File: src/rtl/core/vn29_pkg.sv
`default_nettype none

package vn29_pkg;

	localparam int unsigned CODE_W = 5;
	localparam int unsigned INT_W  = 8;

	localparam logic [CODE_W-1:0] CODE_MAX = 5'd28;

	// Flag bits of the internal state form.
	localparam logic [INT_W-1:0] F_CONF = 8'h10;
	localparam logic [INT_W-1:0] F_ORD  = 8'h20;
	localparam logic [INT_W-1:0] F_SPC  = 8'h40;
	localparam logic [INT_W-1:0] F_EXC  = 8'h80;

	// Directions carried in the two low bits.
	localparam logic [1:0] DIR_E = 2'd0;
	localparam logic [1:0] DIR_N = 2'd1;
	localparam logic [1:0] DIR_W = 2'd2;
	localparam logic [1:0] DIR_S = 2'd3;

	localparam logic [1:0] DIR_FLIP = 2'd2;

	typedef logic [CODE_W-1:0] code_t;
	typedef logic [INT_W-1:0]  cell_t;

	// Kinds of excitation that reach the center cell.
	typedef struct packed {
		logic conf;
		logic ordq;
		logic spc;
		logic ord;
	} hit_t;

	// Successors of the sensitized chain once it runs past code 8.
	localparam cell_t SENS_NEXT [9] = '{
		8'h22, 8'h23, 8'h40, 8'h41, 8'h42, 8'h43, 8'h10, 8'h20, 8'h21
	};

	// Compact code to internal form; codes above the legal range read as ground.
	function automatic cell_t expand(input code_t code);
		cell_t r;
		begin
			case (code) inside
				[5'd0:5'd8]:   r = {3'b000, code};
				5'd9:          r = 8'h10;
				5'd10:         r = 8'h11;
				[5'd11:5'd14]: r = F_ORD | {6'd0, 2'(code - 5'd11)};
				[5'd15:5'd18]: r = F_SPC | {6'd0, 2'(code - 5'd15)};
				5'd19:         r = 8'h90;
				5'd20:         r = 8'h91;
				[5'd21:5'd24]: r = F_EXC | F_ORD | {6'd0, 2'(code - 5'd21)};
				[5'd25:5'd28]: r = F_EXC | F_SPC | {6'd0, 2'(code - 5'd25)};
				default:       r = '0;
			endcase
			return r;
		end
	endfunction

	// Internal form back to the compact code.
	function automatic code_t compact(input cell_t c);
		code_t r;
		begin
			case (c) inside
				[8'h00:8'h08]: r = code_t'(c[3:0]);
				8'h10:         r = 5'd9;
				8'h11:         r = 5'd10;
				[8'h20:8'h23]: r = 5'd11 + {3'd0, c[1:0]};
				[8'h40:8'h43]: r = 5'd15 + {3'd0, c[1:0]};
				8'h90:         r = 5'd19;
				8'h91:         r = 5'd20;
				[8'hA0:8'hA3]: r = 5'd21 + {3'd0, c[1:0]};
				[8'hC0:8'hC3]: r = 5'd25 + {3'd0, c[1:0]};
				default:       r = '0;
			endcase
			return r;
		end
	endfunction

	// Excitation that neighbor nb sends to center ctr; dir is the direction
	// in which nb has to point to face the center.
	function automatic hit_t hits(input cell_t ctr, input cell_t nb, input logic [1:0] dir);
		hit_t h;
		logic ctr_tx;
		begin
			h = '0;
			ctr_tx = |(ctr & (F_ORD | F_SPC));
			if (|(nb & F_CONF)) begin
				// A confluent cell does not feed a transmission cell aimed at it.
				if (!(ctr_tx && ((ctr[1:0] ^ DIR_FLIP) == dir)))
					h.conf = nb[0];
			end else if (nb[1:0] == dir) begin
				if (|(nb & F_ORD)) begin
					h.ord  = nb[7];
					h.ordq = ~nb[7];
				end else if ((nb & (F_SPC | F_EXC)) == (F_SPC | F_EXC)) begin
					h.spc = 1'b1;
				end
			end
			return h;
		end
	endfunction

	// Next internal state of the center from its state and the hit mask.
	function automatic cell_t next_state(input cell_t c, input hit_t m);
		cell_t r;
		logic [4:0] sum;
		begin
			sum = {c[3:0], 1'b0} + {4'd0, (m.ord | m.spc)};
			if (c < F_CONF) begin
				// Ground and sensitized states walk the construction tree.
				if (sum > 5'd8)
					r = SENS_NEXT[4'(sum - 5'd9)];
				else
					r = {3'b000, sum};
			end else if (|(c & F_CONF)) begin
				if (m.spc)
					r = '0;
				else if (m.ord && !m.ordq)
					r = F_EXC | F_CONF | {7'd0, c[7]};
				else
					r = F_CONF | {7'd0, c[7]};
			end else begin
				if ((|(c & F_ORD) && m.spc) || (|(c & F_SPC) && m.ord))
					r = '0;
				else if (m.spc || m.ord || m.conf)
					r = c | F_EXC;
				else
					r = c & ~F_EXC;
			end
			return r;
		end
	endfunction

endpackage

`default_nettype wire

File: src/rtl/core/vn29_excite.sv
`default_nettype none

// Gathers the excitation that the four orthogonal neighbors deliver to the center.
module vn29_excite (
	input  wire vn29_pkg::cell_t ctr,
	input  wire vn29_pkg::cell_t north,
	input  wire vn29_pkg::cell_t west,
	input  wire vn29_pkg::cell_t east,
	input  wire vn29_pkg::cell_t south,
	output vn29_pkg::hit_t  mask
);

	vn29_pkg::hit_t h_n, h_w, h_e, h_s;

	// Transmission neighbors must point toward the center to count; confluent ones need not.
	assign h_n = vn29_pkg::hits(ctr, north, vn29_pkg::DIR_S);
	assign h_w = vn29_pkg::hits(ctr, west,  vn29_pkg::DIR_E);
	assign h_e = vn29_pkg::hits(ctr, east,  vn29_pkg::DIR_W);
	assign h_s = vn29_pkg::hits(ctr, south, vn29_pkg::DIR_N);

	assign mask = h_n | h_w | h_e | h_s;

endmodule

`default_nettype wire

File: src/rtl/core/von_neumann_29_state_cell_update.sv
// One-cell update for von Neumann's 29-state cellular automaton.
// The input channel (in_valid/in_ready) carries one neighborhood per item:
// the compact 0..28 codes of the center cell and its north, west, east and
// south neighbors. Codes 29..31 are read as the ground state. The output
// channel (out_valid/out_ready) returns the compact next code of the center.
// The datapath is four register stages: code expansion, neighbor excitation
// mask, next-state rule, and compaction into the output register. An accepted
// item moves through the stage 1, stage 2 and stage 3 registers into the
// output register, where out_valid rises; a stall can hold it between them.
// The block takes one item every cycle for as long as out_ready stays high.
// When the receiver stalls, the stages fill up behind the output register;
// once every stage holds an item, in_ready drops until the output moves.
// in_ready is worked out from out_ready and the valid bits of the stages
// ahead, so no item is dropped or repeated under any stall pattern.
// Reset clears all valid bits, leaving the pipeline empty with in_ready high.
// The block holds no state between items.
`default_nettype none

module von_neumann_29_state_cell_update (
	input  wire                   clk,
	input  wire                   arst_n,
	input  wire                   in_valid,
	output logic                  in_ready,
	input  wire  [4:0]            center_code,
	input  wire  [4:0]            north_code,
	input  wire  [4:0]            west_code,
	input  wire  [4:0]            east_code,
	input  wire  [4:0]            south_code,
	output logic                  out_valid,
	input  wire                   out_ready,
	output logic [4:0]            next_code
);

	// Stage 1: expanded internal forms.
	logic            v_s1;
	vn29_pkg::cell_t ctr_s1, north_s1, west_s1, east_s1, south_s1;

	// Stage 2: center state and the mask of arriving excitations.
	logic            v_s2;
	vn29_pkg::cell_t ctr_s2;
	vn29_pkg::hit_t  mask_s2;

	// Stage 3: next internal state.
	logic            v_s3;
	vn29_pkg::cell_t nxt_s3;

	// Output register.
	logic            out_valid_q;
	vn29_pkg::code_t next_code_q;

	vn29_pkg::hit_t  mask_c;

	// A stage may load when it is empty or when its content moves on.
	logic en_out, en3, en2, en1;

	assign en_out   = !out_valid_q || out_ready;
	assign en3      = !v_s3 || en_out;
	assign en2      = !v_s2 || en3;
	assign en1      = !v_s1 || en2;
	assign in_ready = en1;

	vn29_excite u_excite (
		.ctr   (ctr_s1),
		.north (north_s1),
		.west  (west_s1),
		.east  (east_s1),
		.south (south_s1),
		.mask  (mask_c)
	);

	// Valid bits are control state and are cleared by reset.
	always_ff @(posedge clk or negedge arst_n) begin
		if (!arst_n) begin
			v_s1        <= 1'b0;
			v_s2        <= 1'b0;
			v_s3        <= 1'b0;
			out_valid_q <= 1'b0;
		end else begin
			if (en1)
				v_s1 <= in_valid;
			if (en2)
				v_s2 <= v_s1;
			if (en3)
				v_s3 <= v_s2;
			if (en_out)
				out_valid_q <= v_s3;
		end
	end

	// Payload registers load only with a valid item and need no reset.
	always_ff @(posedge clk) begin
		if (en1 && in_valid) begin
			ctr_s1   <= vn29_pkg::expand(center_code);
			north_s1 <= vn29_pkg::expand(north_code);
			west_s1  <= vn29_pkg::expand(west_code);
			east_s1  <= vn29_pkg::expand(east_code);
			south_s1 <= vn29_pkg::expand(south_code);
		end
		if (en2 && v_s1) begin
			ctr_s2  <= ctr_s1;
			mask_s2 <= mask_c;
		end
		if (en3 && v_s2)
			nxt_s3 <= vn29_pkg::next_state(ctr_s2, mask_s2);
		if (en_out && v_s3)
			next_code_q <= vn29_pkg::compact(nxt_s3);
	end

	assign out_valid = out_valid_q;
	assign next_code = next_code_q;

endmodule

`default_nettype wire

File: config.mk
export PLATFORM = sky130hd
export DESIGN_NAME = von_neumann_29_state_cell_update
export DESIGN_NICKNAME = d
export VERILOG_FILES = /design/src/rtl/core/vn29_pkg.sv /design/src/rtl/core/vn29_excite.sv /design/src/rtl/core/von_neumann_29_state_cell_update.sv
export SDC_FILE = /design/constraint.sdc
export NUM_CORES = 1
export LEC_CHECK = 0
export ABC_AREA = 1
export ABC_CLOCK_PERIOD_IN_PS = 4300
export BUFFER_PORTS_ARGS = -buffer_cell sky130_fd_sc_hd__buf_2
export CORE_MARGIN = 3
export CORE_UTILIZATION = 45
export DETAILED_ROUTE_END_ITERATION = 7
export GPL_TIMING_DRIVEN = 0
export SKIP_LAST_GASP = 1
export SLEW_MARGIN = 20
export SYNTH_ARGS = -nofsm -noshare
export SYNTH_HDL_FRONTEND = slang
export SYNTH_HIERARCHICAL = 1
export SYNTH_SLANG_ARGS = --single-unit
File: constraint.sdc
create_clock -name clk -period 4.3 [get_ports clk]
set_clock_uncertainty 0.2 [all_clocks]
set_input_delay 0.215 -clock clk [delete_from_list [all_inputs] [get_ports clk]]
set_output_delay 0.215 -clock clk [all_outputs]
set_load 0.02 [all_outputs]
==> flow_summary.yaml, run 1 <==
run_status:
  status: "completed"
logic_synthesis:
  synth_cells: 679
  ys_warn_count: 6
  synth_nets: 735
  syn_area_per_cell_um2: 7.14
  netlist_area_um2: 4850
cts:
  clk_latency_ns: 0.32
  cts_sinks: 61
  tritoncts: "done"
  cts_buffers: 9
  ctsResizeCount: 0
  htree_levels: 3
  clk_pin_slew_worst_paths_ns: 0.06
  cts_root_buf: "clkbuf_8"
  clock_path_buffers: 2
placement:
  gp_congestion: 0.860
  post-place-ws_ns: 2.24
  place_area_um2: 5170
  dpl.hpwl_mm: 7.43
  port_buffers: 25
cells_and_area:
  finalInstanceArea_um2: 5360
  antenna-diode-count: 0
  finish.utilization: 0.515
  final_nets: 775
  drive_gt1_frac: 0.144
  area_delta_synth_final_pct: 10.5
power:
  pwr-share-seq: 0.490
  switching_share: 0.319
  p_clk_frac: 0.251
  vdd_drop_max_mv: 0.173
  p_int_mw: 1.09
  power.leakage_nw: 2.76
  powerDensity_nw_per_um2: 298
  p_sw_mw: 0.509
  comb_power_share: 0.259
  power.total_mw: 1.60
timing:
  finalSetupTns_ns: 0
  layout_min_cycle_time_ns: 2.26
  rsz0062_at_grt: "no"
  slew_violations: 0
  period_share: 0.525
  worstMarginPinSlew_ns: 0.417
  setup_ws_ns: 2.04
  fmax_mhz: 443
  relSlewSlack: 0.722
  finalHoldViolCount: 0
  setup_violations: 0
critical_path:
  slowest_stage: "dlygate4sd3_1"
  crit_required_ns: 3.88
  crit_buf_inv: 7
  cp_cell_sequence: "dlygate4sd3_1 -> buf_2 -> nor2_1 -> inv_1 -> nor2_1 -> inv_1 -> nor2_1 -> inv_1 -> nor2_1 -> inv_1 -> buf_2"
  cp-end-kind: "primary output"
  setup.worst_path.start_class: "input pin"
  max_stage_delay_ns: 0.53
  rr_startpoint: "mask_s2[0]"
  worstSetupStartpoint: "out_ready"
  path_max_fanout: 3
  path_delay_family: "buffers and inverters"
  worstSetupPathType: "input pin to primary output"
  worst_ep_arrival_time_ns: 1.84
detailed_routing:
  vias: 4292
  drc: 0
  drt-total-wl_mm: 9.39
  antenna_left: 0
  drt_iter0_markers: 237
  drt_pass1_iterations: 4
  post_drt_wl_per_cell_um: 10.9
  routed_via_density: 4.99
grt:
  grt_max_degree: 30
  grt_pass1_wl_mm: 16.5
  grt_overflow: 0
  grt_util_all_layers: 0.165
  antenna_found_initial: 0
  first_global_vias: 3991
die:
  start_util: 0.466
  die_x_um: 110
  pin_count: 36
  fp.dieH_um: 110
  core_area_um2: 10400
  die_area_um2: 12100
  std_cell_rows: 37
flow_run:
  maxCapViolCount: 0
hold_path:
  hp-class: "input pin to async pin"
power groups by stage:
stage          logic, mW  registers (mW)  clock network, mW
2_1_floorplan      0.297           0.799                  0
3_3_place_gp       0.397           0.795                  0
3_5_place_dp       0.411           0.796                  0
4_1_cts            0.415           0.784              0.418
5_1_grt            0.479           0.791              0.443
6_report           0.415           0.783              0.401
metal layers:
layer / vias up / share of wire / track usage
met5: - / 0 / 0
met4: 0 / 0.0075 / 0.0499
met3: 5 / 0.026 / 0.0206
met2: 61 / 0.49 / 0.290
met1: 1946 / 0.47 / 0.210
li1: 2280 / - / -
path summary, 6_finish.rpt:
kind                             end  slack, ns  cells after the start
hold reg to reg            ctr_s2[4]       0.22                      0
max in group asynchronous       v_s2       3.75                      2
hold / removal                  v_s3       0.03                      2
setup reg to reg           nxt_s3[0]       2.22                      8
min in group clk           ctr_s1[2]       0.05                      2
setup / recovery            in_ready       2.04                     11
flip-flops by register name, indices dropped and copies added, names as in the netlist, 4 cells and up:
signal,flops
mask_s2,4
next_code,5
west_s1,6
east_s1,6
north_s1,6
ctr_s1,8
ctr_s2,8
south_s1,6
nxt_s3,8
per-stage QoR:
| step | hold slack (ns) | std cells |
|---|---|---|
| final | 0.0276 | 860 |
| after CTS | 0.0241 | 860 |
| after floorplan | -0.281 | 679 |
| after global placement | -0.175 | 840 |
| after detailed placement | -0.173 | 841 |
| after global routing | 0.0350 | 860 |
worst register-to-register path, cell delays in order, from the launching register on:
cell and delay (ns):
edfxtp_1 0.43, nor2_2 0.30, ha_1 0.24, nand2_1 0.08, nand2_1 0.14, mux2i_1 0.23
nand3_1 0.09, nand3_1 0.08, nand2_1 0.05
cells in the final DEF, fill, tap and decap left out, types with 2 or more instances in the layout:
master and n:
inv_1 97, nor2_4 5, buf_2 32, o22ai_1 6, a21o_1 6, o21a_1 5, clkinv_1 4, ha_1 27
clkbuf_8 9, dfrtp_1 4, buf_4 3, o31ai_1 2, o211ai_1 6, a21oi_1 18, a21oi_2 4, dlygate4sd3_1 3
clkbuf_1 2, nor2_2 12, o21ai_1 3, clkinvlp_4 2, nor3_1 6, nand2_1 200, o21bai_1 6, o21ai_2 2
a21oi_4 3, nand3b_1 4, a31oi_1 5, nand3_1 65, o21ai_0 8, nor2_1 66, edfxtp_1 57, nand4_1 15
inv_2 24, nand2_2 6
area by class of cell:
type	instances	area, um^2
plain buffers	10	57.6
clock buffers	11	131
clock inverters	5	27.5
fillers	1032	5050
inverters	123	462
multi-input cells	485	2530
flip-flops and latches	61	1810
well taps	136	170
repair buffers	29	175
what timing repair did:
item,CTS,global route
hold buffers,3,0
setup buffers,0,0
endpoints found under the hold margin,6,0
Note: power is estimated with default switching activity, not from simulation.
==> run 2: changes to the inputs <==
--- a/config.mk
+++ b/config.mk
@@ -6,7 +6,7 @@
 export NUM_CORES = 1
 export LEC_CHECK = 0
 export ABC_AREA = 1
-export ABC_CLOCK_PERIOD_IN_PS = 4300
+export ABC_CLOCK_PERIOD_IN_PS = 1900
 export BUFFER_PORTS_ARGS = -buffer_cell sky130_fd_sc_hd__buf_2
 export CORE_MARGIN = 3
 export CORE_UTILIZATION = 45
==> constraint.sdc (replaced) <==
create_clock -name clk -period 1.9 [get_ports clk]
set_clock_uncertainty 0.2 [all_clocks]
set_input_delay 0.095 -clock clk [delete_from_list [all_inputs] [get_ports clk]]
set_output_delay 0.095 -clock clk [all_outputs]
set_load 0.02 [all_outputs]
==> run 2 against run 1 <==
  * Sequential power increased by 130%
  * Sequential share of layout area decreased by 1.9 points
  * Non-clock buffer count increased by 18
  * Clock power increased to 3.0 times the previous value
  * Hold slack improved by 0.013 ns
  * First-iteration DRC count increased by 51%
  * Sequential cell count unchanged
  * Wire length increased by 3.8%
  * Largest cell class unchanged
==> flow_summary.yaml, run 2 (synthesized netlist as in run 1, its figures left out) <==
run_status:
  status: "completed"
die:
  fp.dieH_um: 110
  std_cell_rows: 37
  core_area_um2: 10400
  die_area_um2: 12100
  die_x_um: 110
  start_util: 0.466
  pin_count: 36
timing:
  setup_violations: 0
  fmax_mhz: 537
  finalHoldViolCount: 0
  rsz0062_at_grt: "yes"
  period_share: 0.980
  slew_violations: 0
  setup_ws_ns: 0.0384
  layout_min_cycle_time_ns: 1.86
  relSlewSlack: 0.730
  worstMarginPinSlew_ns: 0.404
detailed_routing:
  wl_met1_mm: 4.57
  top_layer_used: "met4"
  drt_iter0_markers: 357
  antenna_left: 0
  drc: 0
  drt_pass1_iterations: 4
  drt-total-wl_mm: 9.74
  routed_via_density: 4.99
  route.met3.wl_um: 299
  route.met2.wl_mm: 4.78
  post_drt_wl_per_cell_um: 11.1
  vias: 4390
power:
  power.total_mw: 4.00
  power.leakage_nw: 2.87
  vdd_drop_max_mv: 0.435
  powerDensity_nw_per_um2: 704
critical_path:
  worstSetupPathType: "register to register"
  worst_ep_arrival_time_ns: 1.73
  path_max_fanout: 5
  crit_required_ns: 1.77
  cp-end-kind: "register"
  setup.worst_path.start_class: "register"
cells_and_area:
  area_delta_synth_final_pct: 17.2
  drive_gt1_frac: 0.179
  final_nets: 795
  layout_commonest_cell: "nand2_1"
  reg_top3: "ctr_s1 x8, ctr_s2 x8, nxt_s3 x8"
  finish.utilization: 0.546
  fillCellCount: 986
  final_cell_mix: "198 x nand2_1, 90 x inv_1, 65 x nand3_1, 62 x nor2_1, 57 x edfxtp_1"
  finalNonFillerCells: 879
  antenna-diode-count: 0
placement:
  place_inst: 840
  gp_congestion: 0.863
  dpl.hpwl_mm: 7.29
  port_buffers: 25
  post-place-ws_ns: -0.261
grt:
  grt_pass1_wl_mm: 16.2
  grt_max_degree: 17
  first_global_vias: 3958
  antenna_found_initial: 0
  grt_util_all_layers: 0.164
  grt_overflow: 0
cts:
  clk_latency_ns: 0.32
  cts_sinks: 61
  cts_root_buf: "clkbuf_8"
  htree_levels: 3
  cts_buffers: 9
  clock_path_buffers: 2
  tritoncts: "done"
  clk_pin_slew_worst_paths_ns: 0.06
hold_path:
  hp-class: "input pin to register"
flow_run:
  maxCapViolCount: 0
==> run 2: final cells by class <==
| cell class | count | area, um^2 | area share |
|---|---|---|---|
| buffer | 10 | 57.6 | 0.0101 |
| clock buffer | 10 | 128 | 0.0224 |
| clock inverter | 5 | 76.3 | 0.0134 |
| inverter | 123 | 465 | 0.0818 |
| multi-input combinational | 486 | 2600 | 0.457 |
| sequential | 61 | 1810 | 0.319 |
| tap | 136 | 170 | 0.0299 |
| timing repair buffer | 47 | 373 | 0.0656 |
| timing repair inverter | 1 | 7.51 | 0.00132 |
==> run 2: where the power goes <==
part	total, mW	internal [mW]	switching, mW
sequential	1.77	1.69	0.0875
clock	1.19	0.725	0.466
combinational	1.04	0.381	0.657
total	4.00	2.79	1.21
==> run 2: routing by layer <==
layer / vias up / global-route usage
li1: 2313 / -
met2: 78 / 0.290
met3: 7 / 0.0270
met1: 1992 / 0.203
met4: 0 / 0.0490
met5: - / 0
==> run 2: critical path, cell delays in order, from the launching register on <==
cell and delay, ns:
edfxtp_1 0.45, nor2_4 0.21, ha_1 0.17, nand2_1 0.05, a21o_1 0.19, inv_2 0.09
nor2_1 0.07, nand3_1 0.09, o21ai_0 0.09
==> run 2: per-stage QoR <==
stage | hold slack [ns] | cell area, um^2 | TNS [ns]
after floorplan | -0.401 | 4860 | -2.09
after global placement | -0.294 | 5160 | -6.63
after detailed placement | -0.292 | 5160 | -8.49
after CTS | 0.0216 | 5580 | -0.101
after global routing | 0.0653 | 5690 | -0.316
final | 0.0404 | 5690 | 0
==> run 2: worst paths after layout <==
kind                          endpoint  cells past startpoint          start  slack (ns)
setup / recovery             nxt_s3[6]                      8     mask_s2[0]        0.04
hold / removal             south_s1[4]                      3  south_code[4]        0.04
setup reg to reg             nxt_s3[6]                      8     mask_s2[0]        0.04
hold reg to reg              ctr_s2[4]                      0      ctr_s1[4]        0.22
max in group asynchronous    out_valid                      3         arst_n        0.84
min in group asynchronous         v_s3                      3         arst_n        0.47
==> run 2: what timing repair did <==
item,in CTS,in global routing
cloned,1,1
pin swaps,5,7
endpoints found under the setup margin,37,52
gates resized for setup,8,17
hold buffers,13,0
endpoints found under the hold margin,14,0
buffers inserted,6,4
